### src/hw/rtl/jsu_pkg.sv
// ----------------------------------------------------------------------------
// Jacobi symbol unit package
// Shared constants, result codes and the result record that passes from the
// sequencer to the output stage.
// ----------------------------------------------------------------------------
package jsu_pkg;

   // Default operand width of the arithmetic.
   localparam int WORD_BITS_DEFAULT = 32;

   // Widths of the stream fields.
   localparam int FIELD_BITS    = 32;
   localparam int SYMBOL_BITS   = 2;
   localparam int REQ_DATA_BITS = 64;
   localparam int RSP_DATA_BITS = 8;

   // Two's complement codes of the symbol value.
   localparam logic [SYMBOL_BITS-1:0] SYM_ZERO  = 2'b00;
   localparam logic [SYMBOL_BITS-1:0] SYM_PLUS  = 2'b01;
   localparam logic [SYMBOL_BITS-1:0] SYM_MINUS = 2'b11;

   // Residues of the modulus that matter for the sign rules.
   localparam logic [2:0] MOD8_ONE   = 3'd1;
   localparam logic [2:0] MOD8_SEVEN = 3'd7;
   localparam logic [1:0] MOD4_ONE   = 2'd1;

   typedef struct packed {
      logic [SYMBOL_BITS-1:0] symbol;
      logic                   bad_modulus;
   } jsu_result_type;

endpackage

### src/hw/rtl/jsu_mod_unit.sv
// ----------------------------------------------------------------------------
// Jacobi symbol unit remainder engine
// Restoring shift-subtract remainder, one dividend bit per cycle. The divisor
// must be non-zero. done is a single-cycle pulse with the remainder valid.
// ----------------------------------------------------------------------------
module jsu_mod_unit
   import jsu_pkg::*;
#(
   parameter int WORD_BITS = WORD_BITS_DEFAULT
) (
   input  logic                 clock,
   input  logic                 reset,
   input  logic                 start,
   input  logic [WORD_BITS-1:0] dividend,
   input  logic [WORD_BITS-1:0] divisor,
   output logic                 done,
   output logic [WORD_BITS-1:0] remainder
);

   localparam int CNT_BITS = $clog2(WORD_BITS);

   logic                 busy_ff, busy_in;
   logic                 done_ff, done_in;
   logic [CNT_BITS-1:0]  cnt_ff, cnt_in;
   logic [WORD_BITS-1:0] rem_ff, rem_in;
   logic [WORD_BITS-1:0] shift_ff, shift_in;
   logic [WORD_BITS-1:0] divisor_ff, divisor_in;
   logic [WORD_BITS:0]   trial;
   logic [WORD_BITS:0]   diff;

   // The running remainder stays below the divisor, so one bit of headroom
   // covers the shifted trial value.
   assign trial = {rem_ff, shift_ff[WORD_BITS-1]};
   assign diff  = trial - {1'b0, divisor_ff};

   always_comb begin
      busy_in    = busy_ff;
      done_in    = 1'b0;
      cnt_in     = cnt_ff;
      rem_in     = rem_ff;
      shift_in   = shift_ff;
      divisor_in = divisor_ff;
      if (start) begin
         busy_in    = 1'b1;
         cnt_in     = CNT_BITS'(WORD_BITS - 1);
         rem_in     = '0;
         shift_in   = dividend;
         divisor_in = divisor;
      end else if (busy_ff) begin
         shift_in = {shift_ff[WORD_BITS-2:0], 1'b0};
         if (!diff[WORD_BITS]) begin
            rem_in = diff[WORD_BITS-1:0];
         end else begin
            rem_in = trial[WORD_BITS-1:0];
         end
         cnt_in = cnt_ff - 1'b1;
         if (cnt_ff == '0) begin
            busy_in = 1'b0;
            done_in = 1'b1;
         end
      end
   end

   always_ff @(posedge clock) begin
      if (reset) begin
         busy_ff <= 1'b0;
         done_ff <= 1'b0;
      end else begin
         busy_ff <= busy_in;
         done_ff <= done_in;
      end
      cnt_ff     <= cnt_in;
      rem_ff     <= rem_in;
      shift_ff   <= shift_in;
      divisor_ff <= divisor_in;
   end

   assign done      = done_ff;
   assign remainder = rem_ff;

endmodule

### src/hw/rtl/jsu_ctrl.sv
// ----------------------------------------------------------------------------
// Jacobi symbol unit sequencer
// Runs the rounds of the symbol: reduce through the shared remainder engine,
// strip factors of two one per cycle, apply the sign rules and swap.
// ----------------------------------------------------------------------------
module jsu_ctrl
   import jsu_pkg::*;
#(
   parameter int WORD_BITS = WORD_BITS_DEFAULT
) (
   input  logic                 clock,
   input  logic                 reset,
   input  logic                 start,
   input  logic [WORD_BITS-1:0] value_a,
   input  logic [WORD_BITS-1:0] modulus_n,
   output logic                 idle,
   output logic                 res_valid,
   input  logic                 res_take,
   output jsu_result_type       result
);

   typedef enum logic [2:0] {
      ST_IDLE,
      ST_LOAD,
      ST_REDUCE,
      ST_STRIP,
      ST_DONE
   } state_type;

   state_type            state_ff, state_in;
   logic [WORD_BITS-1:0] top_ff, top_in;
   logic [WORD_BITS-1:0] bot_ff, bot_in;
   logic [WORD_BITS-1:0] odd_ff, odd_in;
   logic                 twos_ff, twos_in;
   logic                 neg_ff, neg_in;
   jsu_result_type       result_ff, result_in;

   logic                 mod_start;
   logic                 mod_done;
   logic [WORD_BITS-1:0] mod_rem;
   logic                 flip_twos;
   logic                 flip_recip;

   jsu_mod_unit #(
      .WORD_BITS (WORD_BITS)
   ) u_mod (
      .clock     (clock),
      .reset     (reset),
      .start     (mod_start),
      .dividend  (top_ff),
      .divisor   (bot_ff),
      .done      (mod_done),
      .remainder (mod_rem)
   );

   assign mod_start = (state_ff == ST_LOAD);

   // An odd count of twos flips the sign unless the modulus is 1 or 7 mod 8, so
   // an even modulus in the first round flips it as well; reciprocity flips it
   // when neither value is 1 mod 4.
   assign flip_twos  = twos_ff && (bot_ff[2:0] != MOD8_ONE) && (bot_ff[2:0] != MOD8_SEVEN);
   assign flip_recip = (odd_ff[1:0] != MOD4_ONE) && (bot_ff[1:0] != MOD4_ONE);

   always_comb begin
      state_in  = state_ff;
      top_in    = top_ff;
      bot_in    = bot_ff;
      odd_in    = odd_ff;
      twos_in   = twos_ff;
      neg_in    = neg_ff;
      result_in = result_ff;
      case (state_ff)
         ST_IDLE: begin
            if (start) begin
               top_in = value_a;
               bot_in = modulus_n;
               neg_in = 1'b0;
               if (modulus_n == '0) begin
                  result_in.symbol      = SYM_ZERO;
                  result_in.bad_modulus = 1'b1;
                  state_in              = ST_DONE;
               end else begin
                  state_in = ST_LOAD;
               end
            end
         end
         ST_LOAD: begin
            state_in = ST_REDUCE;
         end
         ST_REDUCE: begin
            if (mod_done) begin
               if (mod_rem == '0) begin
                  result_in.bad_modulus = 1'b0;
                  if (bot_ff == WORD_BITS'(1)) begin
                     result_in.symbol = neg_ff ? SYM_MINUS : SYM_PLUS;
                  end else begin
                     result_in.symbol = SYM_ZERO;
                  end
                  state_in = ST_DONE;
               end else begin
                  odd_in   = mod_rem;
                  twos_in  = 1'b0;
                  state_in = ST_STRIP;
               end
            end
         end
         ST_STRIP: begin
            if (!odd_ff[0]) begin
               odd_in  = {1'b0, odd_ff[WORD_BITS-1:1]};
               twos_in = !twos_ff;
            end else begin
               neg_in   = neg_ff ^ flip_twos ^ flip_recip;
               top_in   = bot_ff;
               bot_in   = odd_ff;
               state_in = ST_LOAD;
            end
         end
         ST_DONE: begin
            if (res_take) begin
               state_in = ST_IDLE;
            end
         end
         default: begin
            state_in = ST_IDLE;
         end
      endcase
   end

   always_ff @(posedge clock) begin
      if (reset) begin
         state_ff <= ST_IDLE;
      end else begin
         state_ff <= state_in;
      end
      top_ff    <= top_in;
      bot_ff    <= bot_in;
      odd_ff    <= odd_in;
      twos_ff   <= twos_in;
      neg_ff    <= neg_in;
      result_ff <= result_in;
   end

   assign idle      = (state_ff == ST_IDLE);
   assign res_valid = (state_ff == ST_DONE);
   assign result    = result_ff;

endmodule

### src/hw/rtl/jacobi_symbol_unit.sv
// ----------------------------------------------------------------------------
// Jacobi symbol unit
// Computes the Jacobi symbol (a|n) of two unsigned operands by the binary
// reciprocity rounds, sharing one bit-serial remainder engine.
// ----------------------------------------------------------------------------
//
//   Channel   Direction  Transaction carries
//   -------   ---------  -----------------------------------------------------
//   req_      in         value_a [31:0], modulus_n [63:32]
//   rsp_      out        symbol [1:0] (two's complement), bad_modulus [2]
//
// Each round passes through a load state, the remainder engine, an inspection
// of the remainder, and a strip state that shifts out each factor of two and
// then swaps; the last round ends at the inspection. An item keeps req_tready
// low through all of its rounds, the result hand-over and the return to idle;
// a zero modulus needs no rounds and goes straight to the result hand-over.
// Reset clears the sequencer and the output register; no item is in flight.
// req_tready is high only while the sequencer is idle. A finished result sits
// in the output register while the next transaction is accepted; a result
// that finds that register still occupied holds the sequencer until it frees.
// ----------------------------------------------------------------------------
module jacobi_symbol_unit
   import jsu_pkg::*;
#(
   parameter int WORD_BITS = WORD_BITS_DEFAULT
) (
   input  logic                     clock,
   input  logic                     reset,
   // Request stream. tdata: value_a [31:0], modulus_n [63:32].
   input  logic                     req_tvalid,
   output logic                     req_tready,
   input  logic [REQ_DATA_BITS-1:0] req_tdata,
   // Response stream. tdata: symbol [1:0], bad_modulus [2], zeros [7:3].
   output logic                     rsp_tvalid,
   input  logic                     rsp_tready,
   output logic [RSP_DATA_BITS-1:0] rsp_tdata
);

   logic [FIELD_BITS-1:0] req_value_a;
   logic [FIELD_BITS-1:0] req_modulus_n;
   logic [WORD_BITS-1:0]  word_a;
   logic [WORD_BITS-1:0]  word_n;
   logic                  req_accept;
   logic                  ctrl_idle;
   logic                  res_valid;
   logic                  res_take;
   jsu_result_type        result;

   logic                  rsp_valid_ff, rsp_valid_in;
   jsu_result_type        rsp_result_ff, rsp_result_in;

   assign req_value_a   = req_tdata[FIELD_BITS-1:0];
   assign req_modulus_n = req_tdata[2*FIELD_BITS-1:FIELD_BITS];

   // Only the low WORD_BITS of each operand take part; a wider word sees the
   // fields zero-extended.
   generate
      if (WORD_BITS <= FIELD_BITS) begin : g_narrow
         assign word_a = req_value_a[WORD_BITS-1:0];
         assign word_n = req_modulus_n[WORD_BITS-1:0];
      end else begin : g_wide
         assign word_a = {{(WORD_BITS-FIELD_BITS){1'b0}}, req_value_a};
         assign word_n = {{(WORD_BITS-FIELD_BITS){1'b0}}, req_modulus_n};
      end
   endgenerate

   assign req_tready = ctrl_idle;
   assign req_accept = req_tvalid && req_tready;

   jsu_ctrl #(
      .WORD_BITS (WORD_BITS)
   ) u_ctrl (
      .clock     (clock),
      .reset     (reset),
      .start     (req_accept),
      .value_a   (word_a),
      .modulus_n (word_n),
      .idle      (ctrl_idle),
      .res_valid (res_valid),
      .res_take  (res_take),
      .result    (result)
   );

   // The output register takes a new result whenever it is empty or its
   // current transaction completes in this cycle.
   assign res_take = res_valid && (!rsp_valid_ff || rsp_tready);

   always_comb begin
      rsp_valid_in  = rsp_valid_ff;
      rsp_result_in = rsp_result_ff;
      if (res_take) begin
         rsp_valid_in  = 1'b1;
         rsp_result_in = result;
      end else if (rsp_tready) begin
         rsp_valid_in = 1'b0;
      end
   end

   always_ff @(posedge clock) begin
      if (reset) begin
         rsp_valid_ff <= 1'b0;
      end else begin
         rsp_valid_ff <= rsp_valid_in;
      end
      rsp_result_ff <= rsp_result_in;
   end

   assign rsp_tvalid = rsp_valid_ff;
   assign rsp_tdata  = {{(RSP_DATA_BITS-SYMBOL_BITS-1){1'b0}},
                        rsp_result_ff.bad_modulus, rsp_result_ff.symbol};

   // A flagged modulus always comes with a zero symbol.
   assert property (@(posedge clock) disable iff (reset)
      rsp_tvalid && rsp_result_ff.bad_modulus |-> rsp_result_ff.symbol == SYM_ZERO)
      else $error("bad modulus reported with a non-zero symbol");

   // The symbol is always one of its three legal codes.
   assert property (@(posedge clock) disable iff (reset)
      rsp_tvalid |-> (rsp_result_ff.symbol == SYM_ZERO) ||
                     (rsp_result_ff.symbol == SYM_PLUS) ||
                     (rsp_result_ff.symbol == SYM_MINUS))
      else $error("illegal symbol code on the response");

   // Accepting a transaction makes the sequencer busy in the next cycle.
   assert property (@(posedge clock) disable iff (reset)
      req_accept |=> !req_tready)
      else $error("request accepted while the previous one was still running");

   // A new response only appears when the sequencer handed over a result.
   assert property (@(posedge clock) disable iff (reset)
      $rose(rsp_tvalid) |-> $past(res_take))
      else $error("response raised without a finished result");

endmodule

### config.mk
export PLATFORM = sky130hd
export DESIGN_NAME = jacobi_symbol_unit
export DESIGN_NICKNAME = d
export VERILOG_FILES = /design/src/hw/rtl/jsu_pkg.sv /design/src/hw/rtl/jsu_mod_unit.sv /design/src/hw/rtl/jsu_ctrl.sv /design/src/hw/rtl/jacobi_symbol_unit.sv
export SDC_FILE = /design/constraint.sdc
export NUM_CORES = 1
export LEC_CHECK = 0
export BUFFER_PORTS_ARGS = -buffer_cell sky130_fd_sc_hd__buf_2
export CAP_MARGIN = 20
export CORE_AREA = 2 2 124 186
export DETAILED_ROUTE_END_ITERATION = 8
export DIE_AREA = 0 0 126 188
export GPL_TIMING_DRIVEN = 1
export PLACE_DENSITY = 0.72
export SLEW_MARGIN = 40
export SYNTH_ARGS = -nofsm -noshare
export SYNTH_HDL_FRONTEND = slang
export SYNTH_HIERARCHICAL = 1
export SYNTH_SLANG_ARGS = --single-unit
export TNS_END_PERCENT = 1
### constraint.sdc
create_clock -name clock -period 6.6 [get_ports clock]
set_input_delay 0.66 -clock clock [delete_from_list [all_inputs] [get_ports clock]]
set_output_delay 0.66 -clock clock [all_outputs]
set_load 0.1 [all_outputs]
==> results.toml <==
[status]
status = "finished, final reports clean"

[worst_setup_path]
worstRegToRegCells = 13
required_ns = 7.00
critPathCapture = "u_ctrl/u_mod/remainder[3]"
crit_fanout = 22
r2r_slack_ns = 2.82
r2r_end = "u_ctrl/u_mod/remainder[3]"
endpoint_kind = "register"
startpoint = "u_ctrl/u_mod/shift_ff[31]"
crit_arrival_ns = 4.18
crit_type = "reg -> reg"
rr_startpoint = "u_ctrl/u_mod/shift_ff[31]"
worstSetupStartpointType = "register"

[timing]
timing.slew.headroom = 0.522
setup_viol = 0
timing.final.crit_share = 0.573
fin_setup_tns_ns = 0
worst_slew_pin_slew_ns = 0.713
rsz0062_at_grt = "no"
fmax_mhz = 264
fin_crit_ns = 3.78
hold_viol_final = 0
final_max_slew_viol_count = 0
skew_ns = 0.00685

[clock_network]
clkSlewWorstSetupHoldPaths_ns = 0.06
clock-sinks = 211
cts.hold.buffers_added = 0
htreeDepth = 1
post_cts_buffers = 0
cts_tree = "done"
cts-root-buf = "clkbuf_16"
clk_latency_ns = 0.50
cts_buffers = 20
cts_buffer_depth = 3
cts.repair.resized = 0

[min_path]
min_path_type = "in -> reg"
holdPathStages = 2

[power_and_ir_drop]
switching_power_mw = 1.80
p_int_mw = 3.05
clkPwrFrac = 0.219
p_leak_nw = 4.61
power_frac_comb = 0.363
peakVddDrop_mv = 0.246
switching_share = 0.371
seqPwrFrac = 0.418
p_per_area_nw_per_um2 = 404

[final_layout]
mostFrequentLayoutCells = "edfxtp_1 (168), nand2_1 (131), mux2_2 (93), buf_2 (72), o21ai_0 (50)"
fillers = 1942
antenna_cells = 0
synthToLayoutAreaGrowth_pct = 10.9
drive_above_1_share = 0.218
fin_nets = 1109
multiInputGateArea_sq_um = 4510
final_common_cell = "edfxtp_1"
stdcell_count = 1297
seqCellArea_sq_um = 5910

[placement]
port_buffers = 72
placed_cells = 1261
gp_congestion = 0.929
dp_hpwl_um = 18000

[synth]
syn_area_per_cell_sq_um = 11.4
synthDistinctLibCells = 70
synthCells = 948
async_flop_share = 0
seq_area_frac_synth = 0.546
yosys_warnings = 6
synth_area_sq_um = 10800
yosys.area.top_type = "edfxtp_1"
ys_seq_elements = 211
synth_flop_cell = "edfxtp_1"
synth_edf_count = 168
synth_top_area_frac = 0.466
synth.area.top_cells = "edfxtp_1 (47%), mux2_2 (9.7%), dfxtp_1 (8.0%), nand2_1 (4.5%), ha_1 (3.8%)"

[drt]
vias = 7577
post_drt_wl_per_cell_um = 19.8
wl_um = 25600
drcViolationCount = 0
ant_nets = 0
drt_pre_antenna_iters = 5
drt_iter0_markers = 451
routed_via_density = 5.84

[global_routing]
grt_max_degree = 95
grt_pass1_vias = 7635
globalRouteOverflowTotal = 0
grt_pass1_wl_um = 40400
antenna_found_initial = 0
grtUsageTotal = 0.214

[run]
cap_violations = 0

[floorplan]
core_area_sq_um = 22100
die_w_um = 126
fp.dieArea_sq_um = 23700
die_h_um = 188
row_count = 67
initial_core_util = 0.489
ios = 78
critical path, stage by stage (launching register included):
cell and delay (ns):
edfxtp_1 0.34, inv_1 0.05, ha_1 0.21, fa_1 0.38
nand2b_1 0.19, a21o_1 0.20, a211oi_2 0.26, o21bai_1 0.17
and2_1 0.22, o31ai_4 0.41, xnor2_2 0.29, buf_4 0.32
or3_1 0.38, a311oi_1 0.25
per-stage QoR:
| step | util | area [sq um] | setup WS (ns) | hold slack (ns) | power (mW) |
|---|---|---|---|---|---|
| 2_1_floorplan | - | 10800 | 0.552 | 0.400 | 3.32 |
| 5_1_grt | 0.542 | 12000 | 2.56 | 0.410 | 5.13 |
| 6_report | 0.542 | 12000 | 2.82 | 0.413 | 4.85 |
| 3_3_place_gp | 0.514 | 11400 | 2.95 | 0.406 | 3.74 |
| 3_5_place_dp | 0.515 | 11400 | 2.85 | 0.408 | 3.78 |
| 4_1_cts | 0.542 | 12000 | 2.84 | 0.400 | 4.85 |
layer usage:
layer | wire length, um | GRT usage | up-vias
met5 | 0 | 0 | -
met4 | 1010 | 0.0828 | 0
met3 | 1190 | 0.0220 | 59
met2 | 12900 | 0.374 | 215
met1 | 10600 | 0.272 | 3705
li1 | - | - | 3598
cells in the mapped netlist, drive strengths merged, types with 9 or more instances:
cell type,count
nor3,11
xnor2,19
xor2,13
o211ai,9
buf,27
inv,50
ha,33
o21ai,52
a21o,19
a21oi,40
dfxtp,43
nor2,45
nor4,26
nand4,10
nand3,19
clkbuf,23
mux2,94
nand2b,12
edfxtp,168
nand2,131
a311oi,19
state kept, by name, indices dropped and copies added, names as in the netlist:
register                 count
u_ctrl/state_ff              3
u_ctrl/twos_ff               1
u_ctrl/result                3
u_ctrl/u_mod/remainder      32
u_ctrl/u_mod/done            1
rsp_tdata                    3
u_ctrl/neg_ff                1
u_ctrl/u_mod/cnt_ff          5
u_ctrl/u_mod/busy_ff         1
u_ctrl/u_mod/shift_ff       32
rsp_tvalid                   1
u_ctrl/top_ff               32
u_ctrl/odd_ff               32
u_ctrl/u_mod/divisor_ff     32
u_ctrl/bot_ff               32
how the worst min path moves through the flow:
| stage | start | endpoint | slack [ns] |
|---|---|---|---|
| 2_1_floorplan | u_ctrl/result[1] | rsp_tdata[0] | 0.40 |
| 3_3_place_gp | u_ctrl/result[1] | rsp_tdata[0] | 0.41 |
| 3_5_place_dp | u_ctrl/result[1] | rsp_tdata[0] | 0.41 |
| 4_1_cts | reset | rsp_tvalid | 0.40 |
| 5_1_grt | reset | rsp_tvalid | 0.41 |
| 6_report | reset | rsp_tvalid | 0.41 |
logic make-up (layout without fill, tap and decap cells):
group | Yosys count | in the layout | synth area share
xor gates and xnor gates | 33 | 33 | 0.0294
DFF | 211 | 211 | 0.546
AOI/OAI and AO/OA | 181 | 181 | 0.112
buffers and inverters | 100 | 169 | 0.0415
other | 1 | 5 | 0.000347
and+or+nand+nor | 291 | 291 | 0.130
adders and majority gates | 34 | 34 | 0.0400
muxes | 97 | 97 | 0.101
power by group through the flow:
stage,Combinational (mW),Sequential (mW),Clock (mW)
6_report,1.76,2.03,1.06
5_1_grt,1.95,2.06,1.13
4_1_cts,1.75,2.02,1.08
3_5_place_dp,1.73,2.05,0
3_3_place_gp,1.69,2.04,0
2_1_floorplan,1.37,1.95,0
area by class of cell:
| class | count | area share |
|---|---|---|
| Sequential cell | 211 | 0.492 |
| Multi-Input combinational cell | 641 | 0.376 |
| Clock buffer | 24 | 0.0447 |
| Timing Repair Buffer | 83 | 0.0382 |
| Tap cell | 276 | 0.0288 |
| Inverter | 50 | 0.0156 |
| Clock inverter | 12 | 0.00459 |
No activity file was read; power rests on OpenSTA's default activity.
